**src/sv/temp_sensor_plausibility_filter_core_macros.svh**
```systemverilog
// Assertion helpers for the plausibility filter; they expect clk and rst_n in scope.
`ifndef TEMP_SENSOR_PLAUSIBILITY_FILTER_CORE_MACROS_SVH
`define TEMP_SENSOR_PLAUSIBILITY_FILTER_CORE_MACROS_SVH
`ifndef SYNTHESIS
`define TSPF_ASSERT_NOW(label, ante, cons, msg) \
    label: assert property (@(posedge clk) disable iff (!rst_n) (ante) |-> (cons)) \
        else $error(msg);
`define TSPF_ASSERT_NEXT(label, ante, cons, msg) \
    label: assert property (@(posedge clk) disable iff (!rst_n) (ante) |=> (cons)) \
        else $error(msg);
`else
`define TSPF_ASSERT_NOW(label, ante, cons, msg)
`define TSPF_ASSERT_NEXT(label, ante, cons, msg)
`endif
`endif

```
**src/sv/tspf_pkg.sv**
```systemverilog
`timescale 1ns / 1ps
package tspf_pkg;

    localparam int TEMP_W     = 12;
    localparam int RAW_W      = 16;
    localparam int CNT_W      = 4;
    localparam int TOL_W      = 11;
    localparam int SIDX_W     = 3;
    localparam int MAP_W      = 24;
    localparam int CFG_IDX_W  = 3;
    localparam int CFG_DATA_W = 24;

    localparam logic [CFG_IDX_W-1:0] REG_JUMP_LIMIT        = 3'd0;
    localparam logic [CFG_IDX_W-1:0] REG_LOW_LIMIT         = 3'd1;
    localparam logic [CFG_IDX_W-1:0] REG_HIGH_LIMIT        = 3'd2;
    localparam logic [CFG_IDX_W-1:0] REG_REPEAT_TOLERANCE  = 3'd3;
    localparam logic [CFG_IDX_W-1:0] REG_PARTNER_TOLERANCE = 3'd4;
    localparam logic [CFG_IDX_W-1:0] REG_RECOVER_COUNT     = 3'd5;
    localparam logic [CFG_IDX_W-1:0] REG_PARTNER_MAP       = 3'd6;

    localparam logic [CNT_W-1:0] CNT_MAX = 4'd15;

    typedef enum logic [2:0] {
        EV_ACCEPTED         = 3'd0,
        EV_SEEDED           = 3'd1,
        EV_PARTNER_SUB      = 3'd2,
        EV_FAIL_HOLD        = 3'd3,
        EV_RANGE_HOLD       = 3'd4,
        EV_JUMP_HOLD        = 3'd5,
        EV_RECOVERED        = 3'd6,
        EV_PARTNER_DISAGREE = 3'd7
    } event_t;

    typedef struct packed {
        logic [TOL_W-1:0]  jump_limit;
        logic [TEMP_W-1:0] low_limit;
        logic [TEMP_W-1:0] high_limit;
        logic [TOL_W-1:0]  repeat_tolerance;
        logic [TOL_W-1:0]  partner_tolerance;
        logic [CNT_W-1:0]  recover_count;
        logic [MAP_W-1:0]  partner_map;
    } cfg_t;

    localparam cfg_t CFG_RESET = '{
        jump_limit:        11'd160,
        low_limit:         12'hD80,   // -640
        high_limit:        12'd1360,
        repeat_tolerance:  11'd48,
        partner_tolerance: 11'd80,
        recover_count:     4'd3,
        partner_map:       24'h8474F5
    };

    typedef struct packed {
        logic [TEMP_W-1:0] last_good;
        logic [TEMP_W-1:0] rejected_value;
        logic [CNT_W-1:0]  rej_count;
    } entry_t;

    localparam entry_t ENTRY_RESET = '{
        last_good:      12'd400,
        rejected_value: '0,
        rej_count:      '0
    };

    // Everything the decision logic sees for one reading
    typedef struct packed {
        logic              failed;
        logic [RAW_W-1:0]  raw;
        logic              own_seeded;
        entry_t            own;
        logic              partner_ok;
        logic [TEMP_W-1:0] partner_good;
    } item_t;

    typedef struct packed {
        event_t            ev;
        logic [TEMP_W-1:0] temp;
        logic              wr_en;
        logic              set_seeded;
        entry_t            wr_entry;
    } decision_t;

endpackage

```
**src/sv/tspf_decide.sv**
```systemverilog
`timescale 1ns / 1ps
module tspf_decide (
    input  tspf_pkg::cfg_t      cfg,
    input  tspf_pkg::item_t     item,
    output tspf_pkg::decision_t dec
);
    import tspf_pkg::*;

    function automatic logic [TEMP_W-1:0] abs_diff(input logic [TEMP_W-1:0] a,
                                                   input logic [TEMP_W-1:0] b);
        logic signed [TEMP_W:0] d;
        logic [TEMP_W:0]        n;
        d = $signed({a[TEMP_W-1], a}) - $signed({b[TEMP_W-1], b});
        n = -d;
        return d[TEMP_W] ? n[TEMP_W-1:0] : d[TEMP_W-1:0];
    endfunction

    logic signed [RAW_W-1:0] low_ext;
    logic signed [RAW_W-1:0] high_ext;
    logic                    raw_plausible;
    logic [TEMP_W-1:0]       raw12;
    logic [TEMP_W-1:0]       hold_val;
    logic [TEMP_W-1:0]       step;
    logic [TEMP_W-1:0]       rep_dist;
    logic [TEMP_W-1:0]       partner_dist;
    logic [CNT_W-1:0]        cnt_upd;

    always_comb
    begin
        low_ext  = $signed({{(RAW_W-TEMP_W){cfg.low_limit[TEMP_W-1]}}, cfg.low_limit});
        high_ext = $signed({{(RAW_W-TEMP_W){cfg.high_limit[TEMP_W-1]}}, cfg.high_limit});
        raw_plausible = ($signed(item.raw) >= low_ext) && ($signed(item.raw) <= high_ext);
        raw12    = item.raw[TEMP_W-1:0];
        hold_val = item.own_seeded ? item.own.last_good : '0;

        step         = abs_diff(raw12, item.own.last_good);
        rep_dist     = abs_diff(raw12, item.own.rejected_value);
        partner_dist = abs_diff(raw12, item.partner_good);

        if (rep_dist < {1'b0, cfg.repeat_tolerance})
        begin
            cnt_upd = (item.own.rej_count == CNT_MAX) ? CNT_MAX
                                                      : item.own.rej_count + 4'd1;
        end
        else
        begin
            cnt_upd = 4'd1;
        end

        dec.ev         = EV_ACCEPTED;
        dec.temp       = raw12;
        dec.wr_en      = 1'b0;
        dec.set_seeded = 1'b0;
        dec.wr_entry   = item.own;

        if (item.failed)
        begin
            // partner value must be strictly above the low limit to stand in
            if (item.partner_ok &&
                ($signed(item.partner_good) > $signed(cfg.low_limit)))
            begin
                dec.ev   = EV_PARTNER_SUB;
                dec.temp = item.partner_good;
            end
            else
            begin
                dec.ev   = EV_FAIL_HOLD;
                dec.temp = hold_val;
            end
        end
        else if (!raw_plausible)
        begin
            dec.ev                  = EV_RANGE_HOLD;
            dec.temp                = hold_val;
            dec.wr_en               = 1'b1;
            dec.wr_entry.rej_count  = '0;
        end
        else if (!item.own_seeded)
        begin
            dec.ev                  = EV_SEEDED;
            dec.wr_en               = 1'b1;
            dec.set_seeded          = 1'b1;
            dec.wr_entry.last_good  = raw12;
            dec.wr_entry.rej_count  = '0;
        end
        else if (step > {1'b0, cfg.jump_limit})
        begin
            dec.wr_en                   = 1'b1;
            dec.wr_entry.rejected_value = raw12;
            if (cnt_upd >= cfg.recover_count)
            begin
                dec.wr_entry.rej_count = '0;
                if (item.partner_ok && (partner_dist < {1'b0, cfg.partner_tolerance}))
                begin
                    dec.ev                 = EV_RECOVERED;
                    dec.wr_entry.last_good = raw12;
                end
                else
                begin
                    dec.ev   = EV_PARTNER_DISAGREE;
                    dec.temp = item.own.last_good;
                end
            end
            else
            begin
                dec.ev                 = EV_JUMP_HOLD;
                dec.temp               = item.own.last_good;
                dec.wr_entry.rej_count = cnt_upd;
            end
        end
        else
        begin
            dec.wr_en              = 1'b1;
            dec.wr_entry.last_good = raw12;
            dec.wr_entry.rej_count = '0;
        end
    end

endmodule

```
**src/sv/temp_sensor_plausibility_filter_core.sv**
```systemverilog
`timescale 1ns / 1ps
// A reading is registered in the table read stage, then its decision in the output
// register once free. Throughput: one reading per cycle while the output is not
// stalled; the table read at acceptance and a write-back on that edge are bypassed,
// so back-to-back readings of one sensor see each other; a stalled output stalls the
// input once the read stage is full. Reset: asynchronous, clears the pipeline valids,
// seeded flags and loads the default limits; the per-sensor table needs no clearing.
module temp_sensor_plausibility_filter_core #(
    parameter int SENSOR_COUNT = 8
) (
    input  logic                             clk,
    input  logic                             rst_n,
    input  logic                             s_tvalid,
    output logic                             s_tready,
    input  logic [15:0]                      s_tdata,   // [15:0] raw_temp
    input  logic [3:0]                       s_tuser,   // [2:0] sensor_index, [3] read_failed
    output logic                             m_tvalid,
    input  logic                             m_tready,
    output logic [15:0]                      m_tdata,   // [11:0] filtered_temp, [15:12] zero
    output logic [2:0]                       m_tuser,   // [2:0] event_res
    input  logic                             cfg_valid,
    output logic                             cfg_ready,
    input  logic [tspf_pkg::CFG_IDX_W-1:0]   cfg_index,
    input  logic [tspf_pkg::CFG_DATA_W-1:0]  cfg_data
);
    import tspf_pkg::*;

`include "temp_sensor_plausibility_filter_core_macros.svh"

    localparam int          SLOT_W  = $clog2(SENSOR_COUNT);
    localparam logic [6:0]  COUNT_V = 7'(SENSOR_COUNT);

    cfg_t cfg_reg;

    // per-sensor table, seeded flags double as entry valid bits
    entry_t                  mem [SENSOR_COUNT];
    logic [SENSOR_COUNT-1:0] seeded_reg;

    logic                    s1_valid_reg;
    logic                    s1_keep_reg;
    logic [SLOT_W-1:0]       s1_slot_reg;
    logic                    s1_failed_reg;
    logic [RAW_W-1:0]        s1_raw_reg;
    logic                    own_seeded_reg;
    entry_t                  own_entry_reg;
    logic                    partner_ok_reg;
    logic [TEMP_W-1:0]       partner_good_reg;

    logic                    out_valid_reg;
    logic [TEMP_W-1:0]       out_temp_reg;
    event_t                  out_ev_reg;

    logic                    s_accept;
    logic                    s1_go;
    logic                    wr_fire;
    logic [SIDX_W-1:0]       in_idx;
    logic [4:0]              pbase;
    logic [SIDX_W-1:0]       in_pidx;
    logic                    idx_ok;
    logic                    pidx_ok;
    logic [SLOT_W-1:0]       in_slot;
    logic [SLOT_W-1:0]       in_pslot;
    logic                    own_hit;
    logic                    partner_hit;
    logic                    own_seeded_next;
    logic                    partner_seeded_next;
    item_t                   item;
    decision_t               dec;

    assign cfg_ready = 1'b1;

    assign in_idx   = s_tuser[SIDX_W-1:0];
    assign pbase    = {2'b00, in_idx} + {1'b0, in_idx, 1'b0};
    assign in_pidx  = cfg_reg.partner_map[pbase +: SIDX_W];
    assign idx_ok   = {4'b0000, in_idx} < COUNT_V;
    assign pidx_ok  = {4'b0000, in_pidx} < COUNT_V;
    assign in_slot  = SLOT_W'(in_idx);
    assign in_pslot = SLOT_W'(in_pidx);

    assign s1_go    = s1_valid_reg && (!s1_keep_reg || !out_valid_reg || m_tready);
    assign s_tready = !s1_valid_reg || s1_go;
    assign s_accept = s_tvalid && s_tready;
    assign wr_fire  = s1_go && s1_keep_reg && dec.wr_en;

    // the item in the decision stage writes back on the same edge this read is taken
    assign own_hit     = wr_fire && (s1_slot_reg == in_slot);
    assign partner_hit = wr_fire && (s1_slot_reg == in_pslot);

    assign own_seeded_next     = idx_ok && (seeded_reg[in_slot] ||
                                 (own_hit && dec.set_seeded));
    assign partner_seeded_next = pidx_ok && (seeded_reg[in_pslot] ||
                                 (partner_hit && dec.set_seeded));

    always_ff @(posedge clk or negedge rst_n)
    begin
        if (!rst_n)
        begin
            cfg_reg <= CFG_RESET;
        end
        else if (cfg_valid && cfg_ready)
        begin
            case (cfg_index)
                REG_JUMP_LIMIT:        cfg_reg.jump_limit        <= cfg_data[TOL_W-1:0];
                REG_LOW_LIMIT:         cfg_reg.low_limit         <= cfg_data[TEMP_W-1:0];
                REG_HIGH_LIMIT:        cfg_reg.high_limit        <= cfg_data[TEMP_W-1:0];
                REG_REPEAT_TOLERANCE:  cfg_reg.repeat_tolerance  <= cfg_data[TOL_W-1:0];
                REG_PARTNER_TOLERANCE: cfg_reg.partner_tolerance <= cfg_data[TOL_W-1:0];
                REG_RECOVER_COUNT:     cfg_reg.recover_count     <= cfg_data[CNT_W-1:0];
                REG_PARTNER_MAP:       cfg_reg.partner_map       <= cfg_data[MAP_W-1:0];
                default:               ;
            endcase
        end
    end

    always_ff @(posedge clk)
    begin
        if (wr_fire)
        begin
            mem[s1_slot_reg] <= dec.wr_entry;
        end
    end

    always_ff @(posedge clk or negedge rst_n)
    begin
        if (!rst_n)
        begin
            seeded_reg <= '0;
        end
        else if (wr_fire && dec.set_seeded)
        begin
            seeded_reg[s1_slot_reg] <= 1'b1;
        end
    end

    always_ff @(posedge clk or negedge rst_n)
    begin
        if (!rst_n)
        begin
            s1_valid_reg <= 1'b0;
        end
        else if (s_accept)
        begin
            s1_valid_reg <= 1'b1;
        end
        else if (s1_go)
        begin
            s1_valid_reg <= 1'b0;
        end
    end

    // table read stage
    always_ff @(posedge clk)
    begin
        if (s_accept)
        begin
            s1_keep_reg    <= idx_ok;
            s1_slot_reg    <= in_slot;
            s1_failed_reg  <= s_tuser[SIDX_W];
            s1_raw_reg     <= s_tdata[RAW_W-1:0];
            own_seeded_reg <= own_seeded_next;
            partner_ok_reg <= partner_seeded_next;
            if (!own_seeded_next)
            begin
                own_entry_reg <= ENTRY_RESET;
            end
            else if (own_hit)
            begin
                own_entry_reg <= dec.wr_entry;
            end
            else
            begin
                own_entry_reg <= mem[in_slot];
            end
            if (partner_hit)
            begin
                partner_good_reg <= dec.wr_entry.last_good;
            end
            else
            begin
                partner_good_reg <= mem[in_pslot].last_good;
            end
        end
    end

    always_comb
    begin
        item.failed       = s1_failed_reg;
        item.raw          = s1_raw_reg;
        item.own_seeded   = own_seeded_reg;
        item.own          = own_entry_reg;
        item.partner_ok   = partner_ok_reg;
        item.partner_good = partner_good_reg;
    end

    tspf_decide u_decide (
        .cfg  (cfg_reg),
        .item (item),
        .dec  (dec)
    );

    always_ff @(posedge clk or negedge rst_n)
    begin
        if (!rst_n)
        begin
            out_valid_reg <= 1'b0;
        end
        else if (s1_go && s1_keep_reg)
        begin
            out_valid_reg <= 1'b1;
        end
        else if (m_tready)
        begin
            out_valid_reg <= 1'b0;
        end
    end

    always_ff @(posedge clk)
    begin
        if (s1_go && s1_keep_reg)
        begin
            out_temp_reg <= dec.temp;
            out_ev_reg   <= dec.ev;
        end
    end

    assign m_tvalid = out_valid_reg;
    assign m_tdata  = {{(16-TEMP_W){1'b0}}, out_temp_reg};
    assign m_tuser  = out_ev_reg;

    `TSPF_ASSERT_NEXT(a_kept_item_reaches_output, s1_go && s1_keep_reg, out_valid_reg,
        "kept transaction did not reach output register")
    `TSPF_ASSERT_NOW(a_ready_when_output_free, !out_valid_reg, s_tready,
        "input stalled with empty output register")
    `TSPF_ASSERT_NEXT(a_seed_sticks, wr_fire && dec.set_seeded,
        seeded_reg[$past(s1_slot_reg)], "seeded flag not set after seeding")
    `TSPF_ASSERT_NOW(a_count_below_recover, wr_fire && (cfg_reg.recover_count != '0),
        dec.wr_entry.rej_count < cfg_reg.recover_count,
        "stored reject count reached recover count")

endmodule
```
**config.mk**
```make
export PLATFORM = sky130hd
export DESIGN_NAME = temp_sensor_plausibility_filter_core
export DESIGN_NICKNAME = d
export VERILOG_FILES = /design/src/sv/tspf_pkg.sv /design/src/sv/tspf_decide.sv /design/src/sv/temp_sensor_plausibility_filter_core.sv
export VERILOG_INCLUDE_DIRS = /design/src /design/src/sv
export SDC_FILE = /design/constraint.sdc
export NUM_CORES = 1
export LEC_CHECK = 0
export BUFFER_PORTS_ARGS = -buffer_cell sky130_fd_sc_hd__buf_4
export CORE_MARGIN = 3
export CORE_UTILIZATION = 35
export CTS_CLUSTER_SIZE = 20
export DETAILED_ROUTE_END_ITERATION = 16
export SLEW_MARGIN = 20
export SYNTH_ARGS = -nofsm -noshare
export SYNTH_HDL_FRONTEND = slang
export SYNTH_SLANG_ARGS = --single-unit
```
**constraint.sdc**
```tcl
create_clock -name clk -period 7.1 [get_ports clk]
set_input_delay 0.71 -clock clk [delete_from_list [all_inputs] [get_ports clk]]
set_output_delay 0.71 -clock clk [all_outputs]
set_load 0.02 [all_outputs]
```
# Word-level counts from Yosys, hierarchy flattened
# Memories as Yosys holds them, arrays and structs flattened. A register that Yosys moved wholly into a read port is not among the register bits.
# Index checks and enable logic that the tools add are counted.
# Widths: inputs -> output; s select.
[totals] inputBits=52 mem_count=1 reg_bits=144 mem_bits_rw=224 output_inout_bits=22 wordCells=118
[op_classes] muxes=40 n_addsub=8 n_reduce_logical=29 shifts=1 bitwise=1 n_lt_le_gt_ge=11 n_eq_ne=9
[memory_table] name="mem" depth=8 width=28 read_ports=2 rd_ports_with_merged_regs=1 wr=1 line_no="temp_sensor_plausibility_filter_core.sv:36" rtl="entry_t mem [SENSOR_COUNT];"
[op_table] operator="$mux 12" count=12
[op_table] operator="$sub 12x12->13" count=3
[op_table] operator="$neg 12->12" count=3
[op_table] operator="$mux 15" count=2
[op_table] operator="$mux 30" count=1
[op_table] operator="$mux 25" count=1
[op_table] operator="$lt 12x11->1" count=2
[op_table] operator="$mux 4" count=6
[op_table] operator="$shiftx 24x6->3" count=1
[op_table] operator="$ge 16x12->1" count=1
[op_table] operator="$le 16x12->1" count=1
[op_table] operator="$mux 16" count=1
[op_table] operator="$mux 14" count=1
[op_table] operator="$reduce_and 2->1" count=7
[op_table] operator="$mux 13" count=1
[op_table] operator="$gt 12x11->1" count=1
[op_table] operator="$gt 12x12->1" count=1
[op_table] operator="$logic_and 1x1->1" count=12
[op_table] operator="$lt 3x4->1 const B" count=3
[op_table] operator="$mux 1" count=11
[op_table] operator="$eq 3x3->1 const B" count=3
[op_table] operator="$or 8x8->8" count=1
[op_table] operator="$bmux 1 s3" count=2
[op_table] operator="$eq 3x2->1 const B" count=2
[op_table] operator="13 further kinds" count=20

# Longest topological paths before layout
[depth] word_depth=16 mapped_depth=34 ltp_nobuf=31

# By module
# A second synthesis with hierarchy kept.
[hier_totals] cells_unflattened=1650 area_unflattened_um2=22107.5
[by_module_without_submodules] module="temp_sensor_plausibility_filter_core" area_per_inst_um2=16553.4 seq_area_each_um2=11451.0 cells_each=881 n_inst=1
[by_module_without_submodules] module="tspf_decide" area_per_inst_um2=5554.1 seq_area_each_um2=0.0 cells_each=769 n_inst=1

# Least setup slack after synthesis
# No wires, ideal clock.
[synth_path] kind="register to register" startpoint="register s1_raw_reg[0]" endpoint="memory mem[0][24] in the netlist's numbering (data pin)" stages_incl_launch_ff=32 synth_period_minus_slack_ns=6.412 setup_ns=0.278 required_time_ns=6.822 path_buffers=3 slack_ns=0.688 arrival_ns=6.134 path_cell_list="edfxtp_1 > inv_1 > ha_1 > fa_1 > nor2b_4 > o31a_1 > o41ai_1 > a21oi_1 > a21o_1 > nand3b_1 > o21ai_0 > clkbuf_1 > o21ai_0 > xnor2_1 > ha_1 > a21o_1 > a21o_1 > a221oi_1 > o21ai_0 > a21oi_2 > and2_1 > ha_1 > nand2b_1 > a21o_1 > a21o_1 > a21oi_1 > nor3_1 > a21oi_2 > buf_4 > buf_4 > o21ai_0 > o31ai_1"
[synth_lines] item="start: declaration" line_no="temp_sensor_plausibility_filter_core.sv:43" rtl="logic [RAW_W-1:0] s1_raw_reg;"
[synth_lines] item="start signal: assignment" line_no="temp_sensor_plausibility_filter_core.sv:159" rtl="s1_raw_reg <= s_tdata[RAW_W-1:0];"
[synth_lines] item="end: declaration" line_no="temp_sensor_plausibility_filter_core.sv:36"

# Worst setup path in the final report
[layout_path] startpoint="register s1_raw_reg[0]" endpoint="register item[31] (netlist name)"
[layout_between] elab_chain_cells=7 elab_cells_between_ends=8 classes_between="order compare (2); mux (2); reduce/logical (4)"
[layout_lines] item="$ge 16x12->1 / $le 16x12->1 (equally long branches)" line_no="tspf_decide.sv:32" rtl="raw_plausible = ($signed(item.raw) >= low_ext) && ($signed(item.raw) <= high_ext);"
[layout_lines] item="$logic_and 1x1->1 *" line_no="tspf_decide.sv:32"
[layout_lines] item="$mux 25 *" line_no="tspf_decide.sv:71" rtl="else if (!raw_plausible)"
[layout_lines] item="$mux 30 *" line_no="tspf_decide.sv:56" rtl="if (item.failed)"
[layout_lines] item="$logic_and 1x1->1 *" line_no="temp_sensor_plausibility_filter_core.sv:90" rtl="(own_hit && dec.set_seeded));"
[layout_lines] item="$logic_or 1x1->1 *" line_no="temp_sensor_plausibility_filter_core.sv:89" rtl="assign own_seeded_next = idx_ok && (seeded_reg[in_slot] ||"
[layout_lines] item="$logic_not 1->1 (no line) *"
# Every way passes the cells marked *; elsewhere a longest branch is shown, timed or not.
# A chain may end at the register's enable or synchronous reset.

==> results.tsv <==
stage	metric	value	unit
run_status	status	finished clean	
grt	overflow left after global routing	0	
worst_setup_path	crit-path max cell delay	0.45	ns
finish	Finished Cell Area	0.0255	sq mm
yosys	Mapped Cells	1779	
finish	net total in the final layout	2032	
worst_setup_path	Crit Path Max Fanout	30	
place	routability cong.	0.906	
yosys	Yosys cell types	82	
yosys	post-synthesis mux area share	14.7	%
yosys	synthesized area per cell	12.5	sq um
drt	Post-Route WL	61400	um
yosys	Post-synth EDFFs	301	
yosys	Simple-Gate Fraction of Synth Area	7.87	%
yosys	#FFs+latches synth	396	
place	DP Area	0.0239	sq mm
floorplan	Placement Rows	91	
cts	Inserted Clock Buffers	45	
yosys	largest family of logic cells by synthesized area	multiplexers	
floorplan	Die ar.	0.0667	sq mm
drt	DR vias/cell	5.61	
cts	Num Clock Sinks	396	
power_and_ir_drop	power density over the cells	292	mW/mm^2
yosys	warnings from Yosys	0	
worst_setup_path	CP required	7.41	ns
grt	GR Util All Layers	18.3	%
cts	CTS tree	done	
timing	max frequency	148	MHz
job	max_cap viols	0	
yosys	Synth async-reset ratio	24.0	%
floorplan	total core area	0.0623	sq mm
yosys	Post-Synth Adder-Cell Area	7.21	%
yosys	Compound-Gate Fraction of Synth Area	12.8	%
power_and_ir_drop	Worst VDD drop	161	uV
worst_setup_path	crit start category	flop	
drt	Initial DRT Pass Iterations	5	
finish	# diodes	0	
worst_hold_path	Hold Path Class	primary input to async pin	
timing	worst setup margin	0.344	ns
drt	antenna-violating nets left	0	
place	Port-buffer cells	68	
drt	Starting DRT DRC Count	1340	
finish	layout cell share with drive strength beyond 1	19.9	%
floorplan	# IOs	74	
worst_setup_path	critical path type	flop to flop	
timing	max-slew violations	0	
floorplan	Initial Utilization	35.8	%
timing	Worst-Margin Slew	1.01	ns
grt	initial antenna violation count	5	
worst_setup_path	critical path arrival	7.07	ns
cts	H-Tree Depth	2	
timing	Tmin final	6.76	ns
yosys	synthesized cell area	0.0223	sq mm
yosys	xor and xnor fraction of the mapped netlist area	2.05	%
timing	clk_skew	0.0218	ns
floorplan	chip height	258	um
timing	Max-slew headroom	33.0	%
timing	fin crit share	95.2	%
timing	Final setup viols	0	
cts	clock latency on the worst-skew pair	0.58	ns
cts	Root Driver	clkbuf_16	
finish	max FFs per register	224	
drt	DRC Markers	0	
finish	Reg area	0.0115	sq mm
grt	pin count of the biggest net entering global routing	72	
cts	Clk pin slew, worst setup/hold paths	0.06	ns
yosys	top_reg_cell synth	edfxtp_1	
yosys	ranking of synthesized cells by area	edfxtp_1, dfrtp_1, ha_1, mux4_2, mux2i_1	
worst_setup_path	slowest CP cell	a2111o_1	
yosys	post-synth top area cell	edfxtp_1	
floorplan	die width	258	um
finish	Fill cells	5785	
place	worst slack, placed	-0.0159	ns
drt	via count	15300	
power_and_ir_drop	Lkg Pwr	9.80	nW
cts	clk buf depth	3	
worst_setup_path	crit end category	flop	
drt	WL/cell	22.5	um
place	HPWL Detailed	41800	um
finish	Multi-input gate area	0.0101	sq mm
finish	Syn-to-layout area delta	14.3	%
yosys	top-area cell type share of the netlist area	40.6	%
worst_setup_path	Reg2Reg Depth	28	
grt	vias in the first global route	15100	
timing	Final Hold Fails	0	
grt	first-pass GRT wire length	93600	um
yosys	sequential area share after synthesis	51.4	%
per-stage QoR:
step / total power [mW] / TNS [ns] / std cells / hold slack, ns / util (%)
global route: 7.85 / -0.0156 / 2726 / 0.0370 / 40.9
CTS: 7.46 / 0 / 2726 / 0.0221 / 40.7
floorplan: 4.48 / 0 / 1782 / 0.414 / -
global placement: 5.09 / 0 / 2644 / 0.476 / 38.4
finish: 7.44 / 0 / 2726 / 0.0327 / 40.9
detailed placement: 5.14 / -0.233 / 2644 / 0.486 / 38.4
where the power goes:
group	total [mW]	internal (mW)	switching [mW]
combinational	2.20	0.918	1.28
clock	2.31	1.35	0.957
sequential	2.94	2.79	0.153
total	7.44	5.06	2.39
repair_timing:
item,CTS,global route
pin swaps,0,0
hold buffers,0,0
buffers inserted,0,0
endpoints found under the setup margin,16,143
gates resized for setup,1,20
critical path, delay by kind of cell, from the launching register on:
| kind | cells | cell delay (ns) |
|---|---|---|
| AOI/OAI and AO/OA | 12 | 2.76 |
| xor gates and xnor gates | 1 | 0.18 |
| adders and majority gates | 4 | 0.96 |
| buffers and inverters | 2 | 0.39 |
| DFF | 1 | 0.42 |
| and+or+nand+nor | 9 | 1.78 |
area by class of cell:
cell class	instances	share of cell area (%)
sequential	396	45.0
multi-input combinational	1167	39.8
clock buffer	56	4.71
tap	837	4.11
timing repair buffer	113	3.41
inverter	131	1.93
clock inverter	26	1.00
cell usage in the layout, fill, tap and decap left out, drive strengths merged, types with 8 or more instances in the layout:
| cell | Yosys | final |
|---|---|---|
| nand3 | 15 | 15 |
| edfxtp | 301 | 301 |
| dfstp | 28 | 28 |
| o31a | 10 | 10 |
| mux4 | 65 | 65 |
| a221oi | 15 | 15 |
| o31ai | 15 | 15 |
| xor2 | 17 | 17 |
| a221o | 21 | 21 |
| dfrtp | 67 | 67 |
| a31oi | 8 | 8 |
| inv | 131 | 135 |
| and2 | 24 | 24 |
| ha | 122 | 122 |
| nand2b | 18 | 18 |
| nor2 | 74 | 74 |
| nand4 | 8 | 8 |
| buf | 35 | 113 |
| or3 | 10 | 10 |
| nor2b | 35 | 35 |
| a311oi | 9 | 9 |
| clkbuf | 53 | 56 |
| a21oi | 74 | 74 |
| o21ai | 101 | 101 |
| xnor2 | 35 | 35 |
| nor3 | 23 | 23 |
| a22oi | 9 | 9 |
| clkinv | 0 | 18 |
| a21o | 17 | 17 |
| o21a | 32 | 32 |
| nand2 | 88 | 88 |
| mux2 | 54 | 54 |
| a211oi | 32 | 32 |
| mux2i | 119 | 119 |
logic make-up (layout without fill, tap and decap cells):
logic type                 after synthesis  in the layout
DFF                                    396            396
and+or+nand+nor                        336            336
other                                    2              5
buffers and inverters                  219            326
AOI/OAI and AO/OA                      410            410
muxes                                  238            238
xor gates and xnor gates                52             52
adders and majority gates              126            126
synth_stat cells (all sizes together), types with 18 or more instances:
library cell	instances
nand2	88
mux2	54
mux2i	119
o21ai	101
and2	24
edfxtp	301
nor2	74
a211oi	32
clkbuf	53
nor2b	35
mux4	65
nand2b	18
a221o	21
o21a	32
xnor2	35
nor3	23
a21oi	74
dfrtp	67
inv	131
ha	122
dfstp	28
buf	35
final timing paths:
path / slack [ns] / endpoint / from
setup / recovery: 0.34 / item[31]$_SDFFCE_PN0P_ / s1_raw_reg[0]$_DFFE_PP_
setup reg to reg: 0.34 / item[31]$_SDFFCE_PN0P_ / s1_raw_reg[0]$_DFFE_PP_
max in group asynchronous: 5.85 / cfg_reg[82]$_DFFE_PN0P_ / rst_n
hold reg to reg: 0.49 / m_tvalid$_DFFE_PN0P_ / s1_valid_reg$_DFFE_PN0P_
hold / removal: 0.03 / cfg_reg[1]$_DFFE_PN0P_ / rst_n
min in group clk: 0.31 / s1_raw_reg[12]$_DFFE_PP_ / s_tdata[12]
routing by layer:
| metal | track usage [%] | share of wire [%] | wire length [um] |
|---|---|---|---|
| met1 | 25.8 | 45 | 27400 |
| met3 | 2.75 | 6.9 | 4240 |
| met4 | 5.25 | 2.6 | 1570 |
| met5 | 0 | 0 | 0 |
| met2 | 29.4 | 46 | 28200 |
Note: power is estimated with default switching activity, not from simulation.
